`src/gprd_pkg.sv`:
```
// Shared types, codes and constants of the gamepad report deframer.
package gprd_pkg;

  // Number of payload bytes captured from each frame.
  localparam int CaptureLen = 12;
  localparam int CaptureIdxW = $clog2(CaptureLen);

  // Configuration port widths.
  localparam int CfgIndexW = 3;
  localparam int CfgDataW = 12;

  // Configuration register indexes.
  localparam logic [CfgIndexW-1:0] REG_START_MARKER = 3'd0;
  localparam logic [CfgIndexW-1:0] REG_END_MARKER = 3'd1;
  localparam logic [CfgIndexW-1:0] REG_NEUTRAL_LX = 3'd2;
  localparam logic [CfgIndexW-1:0] REG_NEUTRAL_LY = 3'd3;
  localparam logic [CfgIndexW-1:0] REG_NEUTRAL_RX = 3'd4;
  localparam logic [CfgIndexW-1:0] REG_NEUTRAL_RY = 3'd5;

  // Result status codes.
  localparam logic [1:0] STATUS_GOOD = 2'd0;
  localparam logic [1:0] STATUS_BAD_END = 2'd1;
  localparam logic [1:0] STATUS_SHORT = 2'd2;

  // Stick re-centering value.
  localparam logic [12:0] StickCentre = 13'd2048;

  // Low nibble mask used to unpack the sticks.
  localparam logic [7:0] NibbleMask = 8'h0F;

  // Configuration registers as seen by the datapath.
  typedef struct packed {
    logic [7:0]  start_marker;
    logic [7:0]  end_marker;
    logic [11:0] neutral_left_x;
    logic [11:0] neutral_left_y;
    logic [11:0] neutral_right_x;
    logic [11:0] neutral_right_y;
  } cfg_regs_t;

  // End-of-frame event from the parser to the result stage.
  typedef struct packed {
    logic                               fire;
    logic [1:0]                         status;
    logic [CaptureLen-1:0][7:0]         payload;
  } frame_evt_t;

endpackage

```
`src/gprd_byte_if.sv`:
```
// Valid/ready channel that carries one received byte per item.
interface gprd_byte_if;
  logic       valid;
  logic       ready;
  logic [7:0] rx_byte;

  modport source (output valid, output rx_byte, input ready);
  modport sink (input valid, input rx_byte, output ready);
endinterface

```
`src/gprd_parser.sv`:
```
// Input byte register and frame parser with the payload capture store.
module gprd_parser
  import gprd_pkg::*;
(
  input  logic        clk,
  input  logic        rst,
  gprd_byte_if.sink   rx,
  input  cfg_regs_t   regs,
  input  logic        res_free,
  output frame_evt_t  evt
);

  localparam logic [1:0] PH_HUNT = 2'd0;
  localparam logic [1:0] PH_LEN = 2'd1;
  localparam logic [1:0] PH_DATA = 2'd2;
  localparam logic [1:0] PH_END = 2'd3;

  logic                       stage_valid;
  logic [7:0]                 stage_byte;
  logic [1:0]                 phase;
  logic [7:0]                 frame_length;
  logic [7:0]                 payload_count;
  logic [7:0]                 count_inc;
  logic [CaptureLen-1:0][7:0] payload_store;
  logic                       is_end;
  logic                       advance;

  // The held byte moves on unless it closes a frame and the result slot is full.
  assign is_end = (phase == PH_END);
  assign advance = stage_valid && (!is_end || res_free);
  assign rx.ready = !stage_valid || advance;
  assign count_inc = payload_count + 8'd1;

  // Input register.
  always_ff @(posedge clk) begin
    if (rst) begin
      stage_valid <= 1'b0;
    end else if (rx.ready) begin
      stage_valid <= rx.valid;
    end
  end

  always_ff @(posedge clk) begin
    if (rx.ready && rx.valid) begin
      stage_byte <= rx.rx_byte;
    end
  end

  // Parse state machine.
  always_ff @(posedge clk) begin
    if (rst) begin
      phase <= PH_HUNT;
      frame_length <= '0;
      payload_count <= '0;
    end else if (advance) begin
      unique case (phase)
        PH_HUNT: begin
          if (stage_byte == regs.start_marker) begin
            phase <= PH_LEN;
          end
        end
        PH_LEN: begin
          frame_length <= stage_byte;
          payload_count <= '0;
          phase <= (stage_byte == 8'd0) ? PH_END : PH_DATA;
        end
        PH_DATA: begin
          payload_count <= count_inc;
          if (count_inc == frame_length) begin
            phase <= PH_END;
          end
        end
        PH_END: begin
          phase <= PH_HUNT;
        end
        default: phase <= PH_HUNT;
      endcase
    end
  end

  // Capture the first payload bytes; later ones are only counted.
  always_ff @(posedge clk) begin
    if (advance && phase == PH_DATA && payload_count < 8'(CaptureLen)) begin
      payload_store[payload_count[CaptureIdxW-1:0]] <= stage_byte;
    end
  end

  // End-of-frame event; the end marker check takes priority over length.
  always_comb begin
    evt.fire = advance && is_end;
    evt.payload = payload_store;
    if (stage_byte != regs.end_marker) begin
      evt.status = STATUS_BAD_END;
    end else if (frame_length < 8'(CaptureLen)) begin
      evt.status = STATUS_SHORT;
    end else begin
      evt.status = STATUS_GOOD;
    end
  end

endmodule

```
`src/flat_wrapper.sv`:
```
// flat-port wrapper written by rule: the top's interface ports become plain ports
module gprd_parser_flat import gprd_pkg::*;
  (clk, rst, regs, res_free, evt, rx_valid, rx_rx_byte, rx_ready);
  gprd_byte_if rx_i ();
  input  logic clk;
  input  logic rst;
  input  cfg_regs_t regs;
  input  logic res_free;
  output frame_evt_t evt;
  input wire logic [$bits(rx_i.valid)-1:0] rx_valid;
  input wire logic [$bits(rx_i.rx_byte)-1:0] rx_rx_byte;
  output wire logic [$bits(rx_i.ready)-1:0] rx_ready;
  assign rx_i.valid = rx_valid;
  assign rx_i.rx_byte = rx_rx_byte;
  assign rx_ready = rx_i.ready;
  gprd_parser u_core (.clk(clk), .rst(rst), .rx(rx_i), .regs(regs), .res_free(res_free), .evt(evt));
endmodule
```
`config.mk`:
```
export PLATFORM = sky130hd
export DESIGN_NAME = gprd_parser_flat
export DESIGN_NICKNAME = d
export VERILOG_FILES = /design/src/gprd_pkg.sv /design/src/gprd_byte_if.sv /design/src/gprd_parser.sv /design/src/flat_wrapper.sv
export SDC_FILE = /design/constraint.sdc
export NUM_CORES = 1
export LEC_CHECK = 0
export BUFFER_PORTS_ARGS = -buffer_cell sky130_fd_sc_hd__buf_2
export CORE_UTILIZATION = 35
export CTS_CLUSTER_SIZE = 14
export DETAILED_ROUTE_END_ITERATION = 8
export GPL_ROUTABILITY_DRIVEN = 0
export SKIP_LAST_GASP = 1
export SLEW_MARGIN = 20
export SYNTH_ARGS = -nofsm -noshare
export SYNTH_HDL_FRONTEND = slang
export SYNTH_SLANG_ARGS = --single-unit
```
`constraint.sdc`:
```
create_clock -name clk -period 2.4 [get_ports clk]
set_input_delay 0.48 -clock clk [delete_from_list [all_inputs] [get_ports clk]]
set_output_delay 0.48 -clock clk [all_outputs]
set_load 0.05 [all_outputs]
```
After elaboration in Yosys (flattened, before gate mapping)

Index checks and enable logic that the tools add are counted.

Bits in registers: 123
Input bits: 76
Output and inout bits: 100
Logic and storage cells: 56

Add/sub/neg operators: 1
Magnitude comparators: 4
Equal/unequal tests: 8
Muxes and demuxes: 10
Reduce and logical (&&, ||, !) cells: 16

Operators by type and width:

| cell                                                                                 | count |
|---|---|
| 96-bit bitwise mux                                                                   | 1 |
| 8-bit demux with 4-bit select                                                        | 1 |
| 8-bit == test                                                                        | 2 |
| 8-bit by 4-bit < comparator with 1-bit output (second input constant)                | 2 |
| 8-bit one-hot mux with 2 select lines                                                | 1 |
| 8-bit by 1-bit adder with 8-bit output (second input constant)                       | 1 |
| 8-bit logical NOT                                                                    | 1 |
| 2-bit two-way mux                                                                    | 4 |
| 8-bit two-way mux                                                                    | 1 |
| 8-bit != test                                                                        | 1 |
| 2-bit one-hot mux with 4 select lines                                                | 1 |
| 1-bit logical AND                                                                    | 6 |
| 4-bit by 5-bit < comparator with 1-bit output (second input constant)                | 1 |
| 2-bit == test (second input constant)                                                | 2 |
| 4-bit by 1-bit greater-or-equal comparator with 1-bit output (second input constant) | 1 |
| 2-bit by 1-bit != test with 1-bit output (second input constant)                     | 2 |
| 2-bit AND reduction                                                                  | 2 |
| 3-bit AND reduction                                                                  | 1 |
| 2-bit by 1-bit == test with 1-bit output (second input constant)                     | 1 |
| 1-bit logical NOT                                                                    | 2 |
| 2-bit logical NOT                                                                    | 1 |
| 1-bit logical OR                                                                     | 2 |
| 2-bit nonzero test                                                                   | 1 |
| 1-bit two-way mux                                                                    | 1 |

Depth between registers and ports, before layout

Depth after elaboration: 6
Gate-level depth with buffers: 8

Worst setup path before layout

No wires, ideal clock.

Path type: reg2out
Start point: register u_core.stage_byte[7]
End point: output port evt[97] in the netlist's numbering
Arrival time: 2.662 ns
Data required time: 1.920 ns
Path slack: -0.742 ns
Cell stages (with the launch flop): 5
Cells stage by stage: edfxtp_1 -> xor2_1 -> nor4_1 -> nand2_1 -> a211oi_1

RTL lines:

| what                     | RTL line          | RTL |
|---|---|---|
| start: declaration       | gprd_parser.sv:19 | `logic [7:0] stage_byte;` |
| start signal: assignment | gprd_parser.sv:45 | `stage_byte <= rx.rx_byte;` |
| end: declaration         | flat_wrapper.sv:9 | `output frame_evt_t evt;` |

==> reports/metrics.cfg <==
[worst_setup_path]
end_kind = primary output
worstPathRequired_ps = 1920
cp-start-kind = flop
path_max_fanout = 2
cp.arrival_ps = 1860
path_class = reg2out

[synth]
synth_top_cells_by_area = edfxtp_1, dfxtp_1, xor2_1
async_flop_share_pct = 0
ys.flop_type = edfxtp_1
synth_common_cells = edfxtp_1, dfxtp_1, xor2_1, a21oi_1, nand2_1
synth_most_common_cell = edfxtp_1
synth_fp_nets = 381
synth.ff_latch_count = 123
synth_top_area_cell = edfxtp_1
netlist_area_sq_um = 4630
syn_inst = 296
synth_top_area_share_pct = 67.5
synth_edf_count = 104
ys_types = 37
ys_seq_area_share_pct = 75.7
yosys_warnings = 0
syn_avg_cell_area_sq_um = 15.6

[timing]
finalSetupViolations = 0
hold_viol = 0
finalClockSkew_ps = 9.89
slew_violations = 0
relSlewSlack_pct = 67.8
period_share_pct = 97.4
rsz0062_at_grt = true
fmax_mhz = 428
whs_ps = 241
period_needed_ps = 2340
worst_pin_slew_ps = 483

[cells_and_area]
nFillCells = 1101
num-nets-final = 535
diodes = 0
layout-drive-gt1-share_pct = 38.5
synthToLayoutAreaGrowth_pct = 33.5
final_cell_count_no_fill = 632
final_util_pct = 48.4
design_area_sq_um = 6180

[route]
antenna_left = 0
drt_pass1_iterations = 4
vias_per_cell = 4.68
avgRoutedWirePerCell_um = 15.8
vias = 2957
drtIter0Drc = 250
totalWireLength_um = 10000
drc = 0

[placement]
placed_cells = 600
placed_cell_area_sq_um = 5550
port_buffers = 127
hpwlAfterDp_um = 7020

[hold_path]
hold_class = in2reg

[clocking]
cts_inserted_buffers = 17
clk_path_buf_depth = 2
insertion_delay_ps = 410
clkTransAtPathRegs_ps = 50
cts_sinks = 123
cts_hold_buf = 0
cts_tree = yes
ctsRootBufferMaster = clkbuf_16
h-tree-depth = 4

[floorplanning]
io_pins = 176
core_sq_um = 12800
die_w_um = 117
initial_utilization_pct = 36.2
die_area_sq_um = 13700
die_h_um = 117
rows = 41

[grt]
grt_pass1_vias = 2780
grt_first_pass_wirelength_um = 15200
grt_max_degree = 19
grt.total_usage_pct = 15.8
antenna_found_initial = 0
grt-ovfl-total = 0

[run]
max-cap-violations = 0

[power]
p_leak_nw = 2.36
p_total_mw = 5.04
ir_drop_v = 0.000358
cellPowerDensity_nw_per_um2 = 815

[outcome]
outcome = finished, final reports clean

[metrics by stage]
| step | setup WS [ps] | setup TNS [ps] |
|---|---|---|
| finish | 63.6 | 0 |
| CTS | 20.2 | 0 |
| floorplan | 59.3 | 0 |
| global placement | 142 | 0 |
| detailed placement | 109 | 0 |
| global route | -52.0 | -1520 |
[cells in the final DEF, fill, tap and decap left out, types with 2 or more instances in the layout]
cell | netlist | routed
edfxtp_1 | 104 | 104
buf_4 | 2 | 17
and3_1 | 4 | 4
bufinv_16 | 0 | 4
nor4_2 | 0 | 2
nand3b_1 | 2 | 2
ha_1 | 9 | 9
a21oi_1 | 18 | 18
nand4_1 | 3 | 3
nor3b_1 | 2 | 2
dfxtp_1 | 19 | 19
clkinv_1 | 0 | 4
xor2_1 | 19 | 19
clkinv_2 | 0 | 2
a21o_1 | 3 | 3
o21ai_0 | 3 | 3
inv_1 | 7 | 7
nor2_1 | 12 | 12
buf_2 | 2 | 126
nor3_1 | 8 | 8
nand2_1 | 16 | 15
nand3_1 | 14 | 14
and2_1 | 14 | 14
nor4_1 | 8 | 6
clkbuf_16 | 0 | 17
xnor2_1 | 7 | 7
[critical path, stage by stage, from the launching register on]
cell	delay [ps]
edfxtp_1	400
xor2_1	190
nor4_2	320
nand2_2	130
a211oi_4	210
buf_6	190
[where the power goes]
group,switching (mW),total (mW),internal [mW]
clock,0.835,2.53,1.70
sequential,0.0102,2.35,2.34
combinational,0.0962,0.151,0.0547
total,0.941,5.04,4.10
[final cells by class]
class,count,area (sq um),area share (%)
Sequential cell,123,3500,56.7
Multi-Input combinational cell,157,1080,17.5
Timing Repair Buffer,144,769,12.5
Clock buffer,18,429,6.95
Tap cell,172,215,3.48
Clock inverter,11,154,2.49
Inverter,7,26.3,0.425
[state kept, by name, summed over array words and instances (netlist names)]
register / flops
u_core.evt: 96
u_core.frame_length: 8
u_core.payload_count: 8
u_core.phase: 2
u_core.stage_byte: 8
u_core.stage_valid: 1
[per-layer routing]
metal	up-vias	routed length, um	GRT usage [%]
met3	12	706	6.49
met2	140	4550	24.2
met4	0	143	6.24
met1	1402	4620	19.9
li1	1403	-	-
met5	-	0	0
[worst paths after layout]
check                                      start                                   to  slack (ps)  cells past startpoint
min reg2reg  u_core.frame_length[0]$_SDFFE_PP0P_  u_core.frame_length[0]$_SDFFE_PP0P_         470                      2
max               u_core.stage_byte[3]$_DFFE_PP_                              evt[97]          60                      5
max reg2reg         u_core.phase[1]$_SDFFE_PP0P_             u_core.evt[41]$_DFFE_PP_         160                      6
min                                rx_rx_byte[6]       u_core.stage_byte[6]$_DFFE_PP_         240                      1
[cells by family after synthesis]
family          Yosys count  synth area share, %
buf+inv                  16                 1.51
fa+ha+maj                 9                 2.43
mux                       1                0.216
simple gates             90                 10.7
xor+xnor                 27                 5.41
flops                   123                 75.7
compound gates           30                 4.03
[repair_timing]
item / in CTS / in global routing
gates resized for setup: 4 / 0
endpoints found under the setup margin: 1 / 65
setup buffers: 1 / 2
pin swaps: 0 / 2
Note: power is estimated with default switching activity, not from simulation.
