`src/gprd_pkg.sv`:
```
// Shared types, codes and constants of the gamepad report deframer.
package gprd_pkg;

  // Number of payload bytes captured from each frame.
  localparam int CaptureLen = 12;
  localparam int CaptureIdxW = $clog2(CaptureLen);

  // Configuration port widths.
  localparam int CfgIndexW = 3;
  localparam int CfgDataW = 12;

  // Configuration register indexes.
  localparam logic [CfgIndexW-1:0] REG_START_MARKER = 3'd0;
  localparam logic [CfgIndexW-1:0] REG_END_MARKER = 3'd1;
  localparam logic [CfgIndexW-1:0] REG_NEUTRAL_LX = 3'd2;
  localparam logic [CfgIndexW-1:0] REG_NEUTRAL_LY = 3'd3;
  localparam logic [CfgIndexW-1:0] REG_NEUTRAL_RX = 3'd4;
  localparam logic [CfgIndexW-1:0] REG_NEUTRAL_RY = 3'd5;

  // Result status codes.
  localparam logic [1:0] STATUS_GOOD = 2'd0;
  localparam logic [1:0] STATUS_BAD_END = 2'd1;
  localparam logic [1:0] STATUS_SHORT = 2'd2;

  // Stick re-centering value.
  localparam logic [12:0] StickCentre = 13'd2048;

  // Low nibble mask used to unpack the sticks.
  localparam logic [7:0] NibbleMask = 8'h0F;

  // Configuration registers as seen by the datapath.
  typedef struct packed {
    logic [7:0]  start_marker;
    logic [7:0]  end_marker;
    logic [11:0] neutral_left_x;
    logic [11:0] neutral_left_y;
    logic [11:0] neutral_right_x;
    logic [11:0] neutral_right_y;
  } cfg_regs_t;

  // End-of-frame event from the parser to the result stage.
  typedef struct packed {
    logic                               fire;
    logic [1:0]                         status;
    logic [CaptureLen-1:0][7:0]         payload;
  } frame_evt_t;

endpackage

```
`src/gprd_report_if.sv`:
```
// Valid/ready channel that carries one decoded report per item.
interface gprd_report_if;
  logic               valid;
  logic               ready;
  logic [1:0]         status;
  logic [7:0]         report_ident;
  logic [7:0]         timer_value;
  logic [7:0]         info_byte;
  logic [7:0]         buttons_low;
  logic [7:0]         buttons_mid;
  logic [7:0]         buttons_high;
  logic signed [12:0] left_x;
  logic signed [12:0] left_y;
  logic signed [12:0] right_x;
  logic signed [12:0] right_y;

  modport source (
    output valid, output status, output report_ident, output timer_value,
    output info_byte, output buttons_low, output buttons_mid, output buttons_high,
    output left_x, output left_y, output right_x, output right_y,
    input ready
  );
  modport sink (
    input valid, input status, input report_ident, input timer_value,
    input info_byte, input buttons_low, input buttons_mid, input buttons_high,
    input left_x, input left_y, input right_x, input right_y,
    output ready
  );
endinterface

```
`src/gprd_result.sv`:
```
// Report decoding, stick re-centering and the result register.
module gprd_result
  import gprd_pkg::*;
(
  input  logic          clk,
  input  logic          rst,
  input  frame_evt_t    evt,
  input  cfg_regs_t     regs,
  output logic          res_free,
  gprd_report_if.source report
);

  logic [11:0] raw_lx;
  logic [11:0] raw_ly;
  logic [11:0] raw_rx;
  logic [11:0] raw_ry;
  logic        good;

  function automatic logic [12:0] stick(input logic [11:0] raw, input logic [11:0] neutral);
    stick = {1'b0, raw} - StickCentre - {neutral[11], neutral};
  endfunction

  // Unpack the four 12-bit stick values.
  assign raw_lx = {evt.payload[7][3:0], evt.payload[6]};
  assign raw_ly = {evt.payload[8], evt.payload[7][7:4]};
  assign raw_rx = {evt.payload[10][3:0], evt.payload[9]};
  assign raw_ry = {evt.payload[11], 4'((evt.payload[10] & ~NibbleMask) >> 4)};
  assign good = (evt.status == STATUS_GOOD);

  // The slot frees when empty or when the receiver takes the held item.
  assign res_free = !report.valid || report.ready;

  always_ff @(posedge clk) begin
    if (rst) begin
      report.valid <= 1'b0;
    end else if (evt.fire) begin
      report.valid <= 1'b1;
    end else if (report.ready) begin
      report.valid <= 1'b0;
    end
  end

  // Result payload; all fields but the status read zero for a failed frame.
  always_ff @(posedge clk) begin
    if (evt.fire) begin
      report.status <= evt.status;
      report.report_ident <= good ? evt.payload[0] : '0;
      report.timer_value <= good ? evt.payload[1] : '0;
      report.info_byte <= good ? evt.payload[2] : '0;
      report.buttons_low <= good ? evt.payload[3] : '0;
      report.buttons_mid <= good ? evt.payload[4] : '0;
      report.buttons_high <= good ? evt.payload[5] : '0;
      report.left_x <= good ? stick(raw_lx, regs.neutral_left_x) : '0;
      report.left_y <= good ? stick(raw_ly, regs.neutral_left_y) : '0;
      report.right_x <= good ? stick(raw_rx, regs.neutral_right_x) : '0;
      report.right_y <= good ? stick(raw_ry, regs.neutral_right_y) : '0;
    end
  end

endmodule

```
`src/flat_wrapper.sv`:
```
// flat-port wrapper written by rule: the top's interface ports become plain ports
module gprd_result_flat import gprd_pkg::*;
  (clk, rst, evt, regs, res_free, report_valid, report_status, report_report_ident, report_timer_value, report_info_byte, report_buttons_low, report_buttons_mid, report_buttons_high, report_left_x, report_left_y, report_right_x, report_right_y, report_ready);
  gprd_report_if report_i ();
  input  logic clk;
  input  logic rst;
  input  frame_evt_t evt;
  input  cfg_regs_t regs;
  output logic res_free;
  output wire logic [$bits(report_i.valid)-1:0] report_valid;
  output wire logic [$bits(report_i.status)-1:0] report_status;
  output wire logic [$bits(report_i.report_ident)-1:0] report_report_ident;
  output wire logic [$bits(report_i.timer_value)-1:0] report_timer_value;
  output wire logic [$bits(report_i.info_byte)-1:0] report_info_byte;
  output wire logic [$bits(report_i.buttons_low)-1:0] report_buttons_low;
  output wire logic [$bits(report_i.buttons_mid)-1:0] report_buttons_mid;
  output wire logic [$bits(report_i.buttons_high)-1:0] report_buttons_high;
  output wire logic [$bits(report_i.left_x)-1:0] report_left_x;
  output wire logic [$bits(report_i.left_y)-1:0] report_left_y;
  output wire logic [$bits(report_i.right_x)-1:0] report_right_x;
  output wire logic [$bits(report_i.right_y)-1:0] report_right_y;
  input wire logic [$bits(report_i.ready)-1:0] report_ready;
  assign report_valid = report_i.valid;
  assign report_status = report_i.status;
  assign report_report_ident = report_i.report_ident;
  assign report_timer_value = report_i.timer_value;
  assign report_info_byte = report_i.info_byte;
  assign report_buttons_low = report_i.buttons_low;
  assign report_buttons_mid = report_i.buttons_mid;
  assign report_buttons_high = report_i.buttons_high;
  assign report_left_x = report_i.left_x;
  assign report_left_y = report_i.left_y;
  assign report_right_x = report_i.right_x;
  assign report_right_y = report_i.right_y;
  assign report_i.ready = report_ready;
  gprd_result u_core (.clk(clk), .rst(rst), .evt(evt), .regs(regs), .res_free(res_free), .report(report_i));
endmodule
```
`config.mk`:
```
export PLATFORM = sky130hd
export DESIGN_NAME = gprd_result_flat
export DESIGN_NICKNAME = d
export VERILOG_FILES = /design/src/gprd_pkg.sv /design/src/gprd_report_if.sv /design/src/gprd_result.sv /design/src/flat_wrapper.sv
export SDC_FILE = /design/constraint.sdc
export NUM_CORES = 1
export LEC_CHECK = 0
export BUFFER_PORTS_ARGS = -buffer_cell sky130_fd_sc_hd__buf_4
export CORE_ASPECT_RATIO = 1.25
export CORE_UTILIZATION = 52
export CTS_BUF_LIST = sky130_fd_sc_hd__clkbuf_4 sky130_fd_sc_hd__clkbuf_8 sky130_fd_sc_hd__clkbuf_16
export DETAILED_ROUTE_END_ITERATION = 12
export MAX_ROUTING_LAYER = met4
export PLACE_DENSITY = 0.86
export SLEW_MARGIN = 40
export SYNTH_ARGS = -nofsm -noshare
export SYNTH_HDL_FRONTEND = slang
export SYNTH_SLANG_ARGS = --single-unit
```
`constraint.sdc`:
```
create_clock -name clk -period 6.4 [get_ports clk]
set_clock_uncertainty 0.1 [all_clocks]
set_input_delay 1.92 -clock clk [delete_from_list [all_inputs] [get_ports clk]]
set_output_delay 1.92 -clock clk [all_outputs]
set_load 0.03 [all_outputs]
```
Word-level counts from Yosys, hierarchy flattened. Cells that the tools add are included.

Reductions and logical operators: 4. Multiplexer cells: 2. Add/subtract/negate cells: 8.

Operators with widths (count): $sub 12x12->13 const B (4); $sub 13x13->13 (4); $logic_not 2->1 (1); $mux 1 (2); $reduce_bool 2->1 (1); $logic_not 1->1 (1); $logic_or 1x1->1 (1).

Input port bits: 166. Flip-flop bits (word level): 103.

Depth between registers and ports, before layout.
Depth after elaboration: 2. Depth in mapped cells: 10. Depth with buffers taken out: 10.

Worst setup path before layout. Ideal clock, no wire load.

Kind: input to output. Start: in report_ready. End: out res_free. Arrival time: 2.202 ns. Required time: 4.380 ns. Slack: 2.178 ns. Cell stages on the path: 1. Path buffers: 0. Cell sequence: nand2b_1.

Cells in the longest elaborated chain, start to end: 1.

RTL lines: start: declaration (line flat_wrapper.sv:22) `input wire logic [$bits(report_i.ready)-1:0] report_ready;`; $logic_or 1x1->1 (line gprd_result.sv:31) `assign res_free = !report.valid || report.ready;`; end: declaration (line flat_wrapper.sv:9) `output logic res_free;`.

No other way between the ends.

Worst setup path after layout. Same ends and word-level chain as after synthesis.

==> results.md <==
Synthesis:
- The cell area that synthesis handed to floorplanning was 0.00631 mm2.
- The synthesized area per cell is 11.6 um2.
- The top flip-flop cell by instance count after synthesis is sky130_fd_sc_hd__edfxtp_1.
- The share of synthesized flip-flops with an asynchronous set or reset is 0%.
- The count of yosys warnings during synthesis is 0.
- The synthesized design contains 102 enable-type register cells.
- Counting every net in the synthesized netlist gives 808.
- Synthesis instantiated 47 different standard cells from the library.
- Of the synthesized area, sequential elements account for 48.8%.
- The number of storage elements in the synthesis netlist is 103.
- The synthesized netlist cell count is 546.

Clocking:
- The clock tree root driver cell is sky130_fd_sc_hd__clkbuf_16.
- In this run the post-CTS setup repair buffer count came out at 0.
- The insertion delay to the later sink of the worst-skew pair is 0.34 ns.
- The number of hold buffers added after CTS is 0.
- The number of clock buffers added by TritonCTS is 9.
- The H-tree depth reported by CTS is 3.
- Counting along the longest clock path gives a buffer depth of 2.
- TritonCTS built the clock tree.
- After clock tree synthesis, the clock-pin slew on the worst setup and hold paths is 0.07 ns.
- The CTS sink count is 103.
- Once the clock tree was built, the resizer swapped 0 gates to a different size.

Floorplan:
- The initial core utilization is 53.8%.
- The floorplan has 44 rows.
- The die is 101 um wide.
- The region available for standard cell placement spans 0.0117 mm2.
- The die is 125 um tall.
- The die covers 0.0126 mm2.
- 270 I/O pins were placed.

Critical path:
- The critical-path maximum fanout is 2.
- By startpoint and endpoint, the worst setup path is classified as input pin to output pin.
- The critical path goes through buf_4, nand2b_1, buf_4.
- On the worst path, the slowest cell contributes a delay of 0.17 ns.
- The slowest stage cell on the critical path is sky130_fd_sc_hd__buf_4.
- STA classifies the critical path startpoint as an input pin.
- The cell occurring most often along the worst timing path is sky130_fd_sc_hd__buf_4.
- The data required time at the worst endpoint is 4.38 ns.
- STA classifies the critical path endpoint as an output pin.
- At the worst endpoint, the arrival time is 2.35 ns.

Global routing:
- The pin count of the biggest net entering global routing is 57.
- The number of antenna violations at the first check in global routing is 0.
- Global routing used 26.8% of the available tracks.
- The first global-routing pass estimated 25.1 mm of wire.
- For this run the aggregate overflow at the end of global routing stands at 0.
- The via count of the first global-routing pass came to 5,324.

STA:
- The share of the cycle needed by the critical path after routing is 68.2%.
- Setup repair after global routing left no endpoint under its margin.
- The sum of negative setup slack is 0 ns.
- Measured against its own limit, the worst slew margin works out to 49.4%.
- Final hold analysis gives a worst-case slack of 0.415 ns.
- The final number of max-transition violations is 0.
- Timing would allow up to 229 MHz.
- The hold violation total from the final report is 0.
- The worst-margin pin slew is 0.758 ns.
- The least setup slack across all paths after layout is 2.03 ns.
- Setup violations remaining at the end of the flow were counted as 0.
- The smallest clock period supported by the final layout is computed as 4.37 ns.

Placed design:
- Port buffering added 253 buffers.
- The worst setup slack before clock tree synthesis is 1.95 ns.
- Detailed placement finished with a half-perimeter wire length of 12.5 mm.
- The congestion estimate from routability-driven global placement came to 0.846.

Final layout:
- The area of the multi-input gates is 0.00300 mm2.
- The library cell used most frequently in the layout, excluding fill and tap cells, is sky130_fd_sc_hd__buf_4.
- The total area of sequential cells is 0.00308 mm2.
- The library cells used most frequently in the layout, excluding fill and tap cells, are 255 x sky130_fd_sc_hd__buf_4, 102 x sky130_fd_sc_hd__edfxtp_1, 92 x sky130_fd_sc_hd__ha_1, 60 x sky130_fd_sc_hd__and2_1, 55 x sky130_fd_sc_hd__inv_1.
- Compared with the post-synthesis result, the final layout area differs by 37.8%.
- 0 antenna diodes ended up in the layout.
- The post-route netlist has 34.2% of its cells at a drive strength greater than 1.
- The final-layout fill cell count is 839.
- The utilization of the core after routing is 74.2%.
- The final-stage net count is 1,064.

Route:
- The wire length after detailed routing is 16.0 mm.
- The per-cell routed wire length is 16.6 um.
- Before antenna repair, the detailed router went through 5 iterations.
- The mean number of vias per cell is 5.33.
- The post-detailed-route count of antenna-violating nets is 0.
- The routed layout has 5,152 vias.
- In the routed design, unresolved DRC markers number 0.
- In this run, the number of DRC markers left after iteration 0 of detailed routing was 184.

Pwr:
- The leakage component of the power is 4.11 nW.
- IR analysis of the VDD net gives a maximum drop of 0.124 mV.
- For this design the ratio of total power to cell area is 229 mW/mm2.
- The final total power is 0.00199 W.

Worst hold path:
- The worst hold path belongs to the class register to register.

Status:
- The run finished with clean final reports.

Flow run:
- The max-cap check violation count is 0.
## cell usage after synthesis, types with 7 or more instances
library cell / n / area share [%]
sky130_fd_sc_hd__clkbuf_1: 10 / 0.59
sky130_fd_sc_hd__a21oi_1: 27 / 2.1
sky130_fd_sc_hd__ha_1: 92 / 18
sky130_fd_sc_hd__o21bai_1: 8 / 0.95
sky130_fd_sc_hd__a21o_1: 15 / 1.8
sky130_fd_sc_hd__and2_1: 60 / 5.9
sky130_fd_sc_hd__nor2_1: 39 / 2.3
sky130_fd_sc_hd__o21ai_0: 22 / 1.7
sky130_fd_sc_hd__nand2_1: 7 / 0.42
sky130_fd_sc_hd__edfxtp_1: 102 / 49
sky130_fd_sc_hd__a211oi_1: 11 / 1.3
sky130_fd_sc_hd__nand3_1: 8 / 0.63
sky130_fd_sc_hd__xnor2_1: 11 / 1.5
sky130_fd_sc_hd__inv_1: 55 / 3.3
sky130_fd_sc_hd__xor2_1: 14 / 1.9
## report_power, final
group	leakage (nW)	switching (W)	internal [W]
Combinational	2.98	0.000343	0.000262
Clock	0.150	0.000256	0.000309
Sequential	0.984	0.0000169	0.000807
Total	4.11	0.000616	0.00138
## worst max-delay path, delay by kind of cell
family,cells,cell delay [ns]
buf+inv,2,0.27
simple gates,1,0.15
## layout make-up
class / instances / share of cell area, %
Multi-Input combinational cell: 378 / 34.4
Sequential cell: 103 / 35.4
Tap cell: 161 / 2.32
Clock buffer: 9 / 2.59
Clock inverter: 6 / 0.863
Inverter: 55 / 2.37
Timing Repair Buffer: 255 / 22.0
## metal layers
layer  global-route usage [%]  routed length (um)  vias up
met4                     8.18                 332        0
met3                     9.06                1560       28
met5                        -                   0        -
met1                     26.7                5770     2431
met2                     48.4                8390      202
li1                         -                   -     2491
## kinds of logic after synthesis
logic type,Yosys count,share of synthesized area [%]
AOI/OAI and AO/OA,116,12.2
xor gates and xnor gates,25,3.47
adders and majority gates,96,19.5
buffers and inverters,65,3.87
DFF,103,48.8
muxes,1,0.159
and+or+nand+nor,140,12.0
## state kept, by name, indices dropped and copies added (netlist names)
| signal | flops |
|---|---|
| u_core.report.buttons_low | 8 |
| u_core.report.buttons_high | 8 |
| u_core.report.timer_value | 8 |
| u_core.report.status | 2 |
| u_core.report.valid | 1 |
| u_core.report.right_y | 13 |
| u_core.report.buttons_mid | 8 |
| u_core.report.right_x | 13 |
| u_core.report.info_byte | 8 |
| u_core.report.left_x | 13 |
| u_core.report.report_ident | 8 |
| u_core.report.left_y | 13 |
## through the flow
stage	cell area, um2	instances
4_1_cts	8700	967
3_5_place_dp	8400	952
5_1_grt	8700	967
3_3_place_gp	8400	952
6_report	8700	967
2_1_floorplan	6310	546
## path summary, 6_finish.rpt
path | from | slack [ns] | to | cells after the start
worst max-delay path | report_ready | 2.03 | res_free | 3
worst min-delay path | u_core.report.valid$_SDFFE_PP0P_ | 0.42 | u_core.report.valid$_SDFFE_PP0P_ | 2
worst max register to register | u_core.report.valid$_SDFFE_PP0P_ | 5.68 | u_core.report.valid$_SDFFE_PP0P_ | 2
worst min register to register | u_core.report.valid$_SDFFE_PP0P_ | 0.42 | u_core.report.valid$_SDFFE_PP0P_ | 2
(Power assumes the default switching activity.)
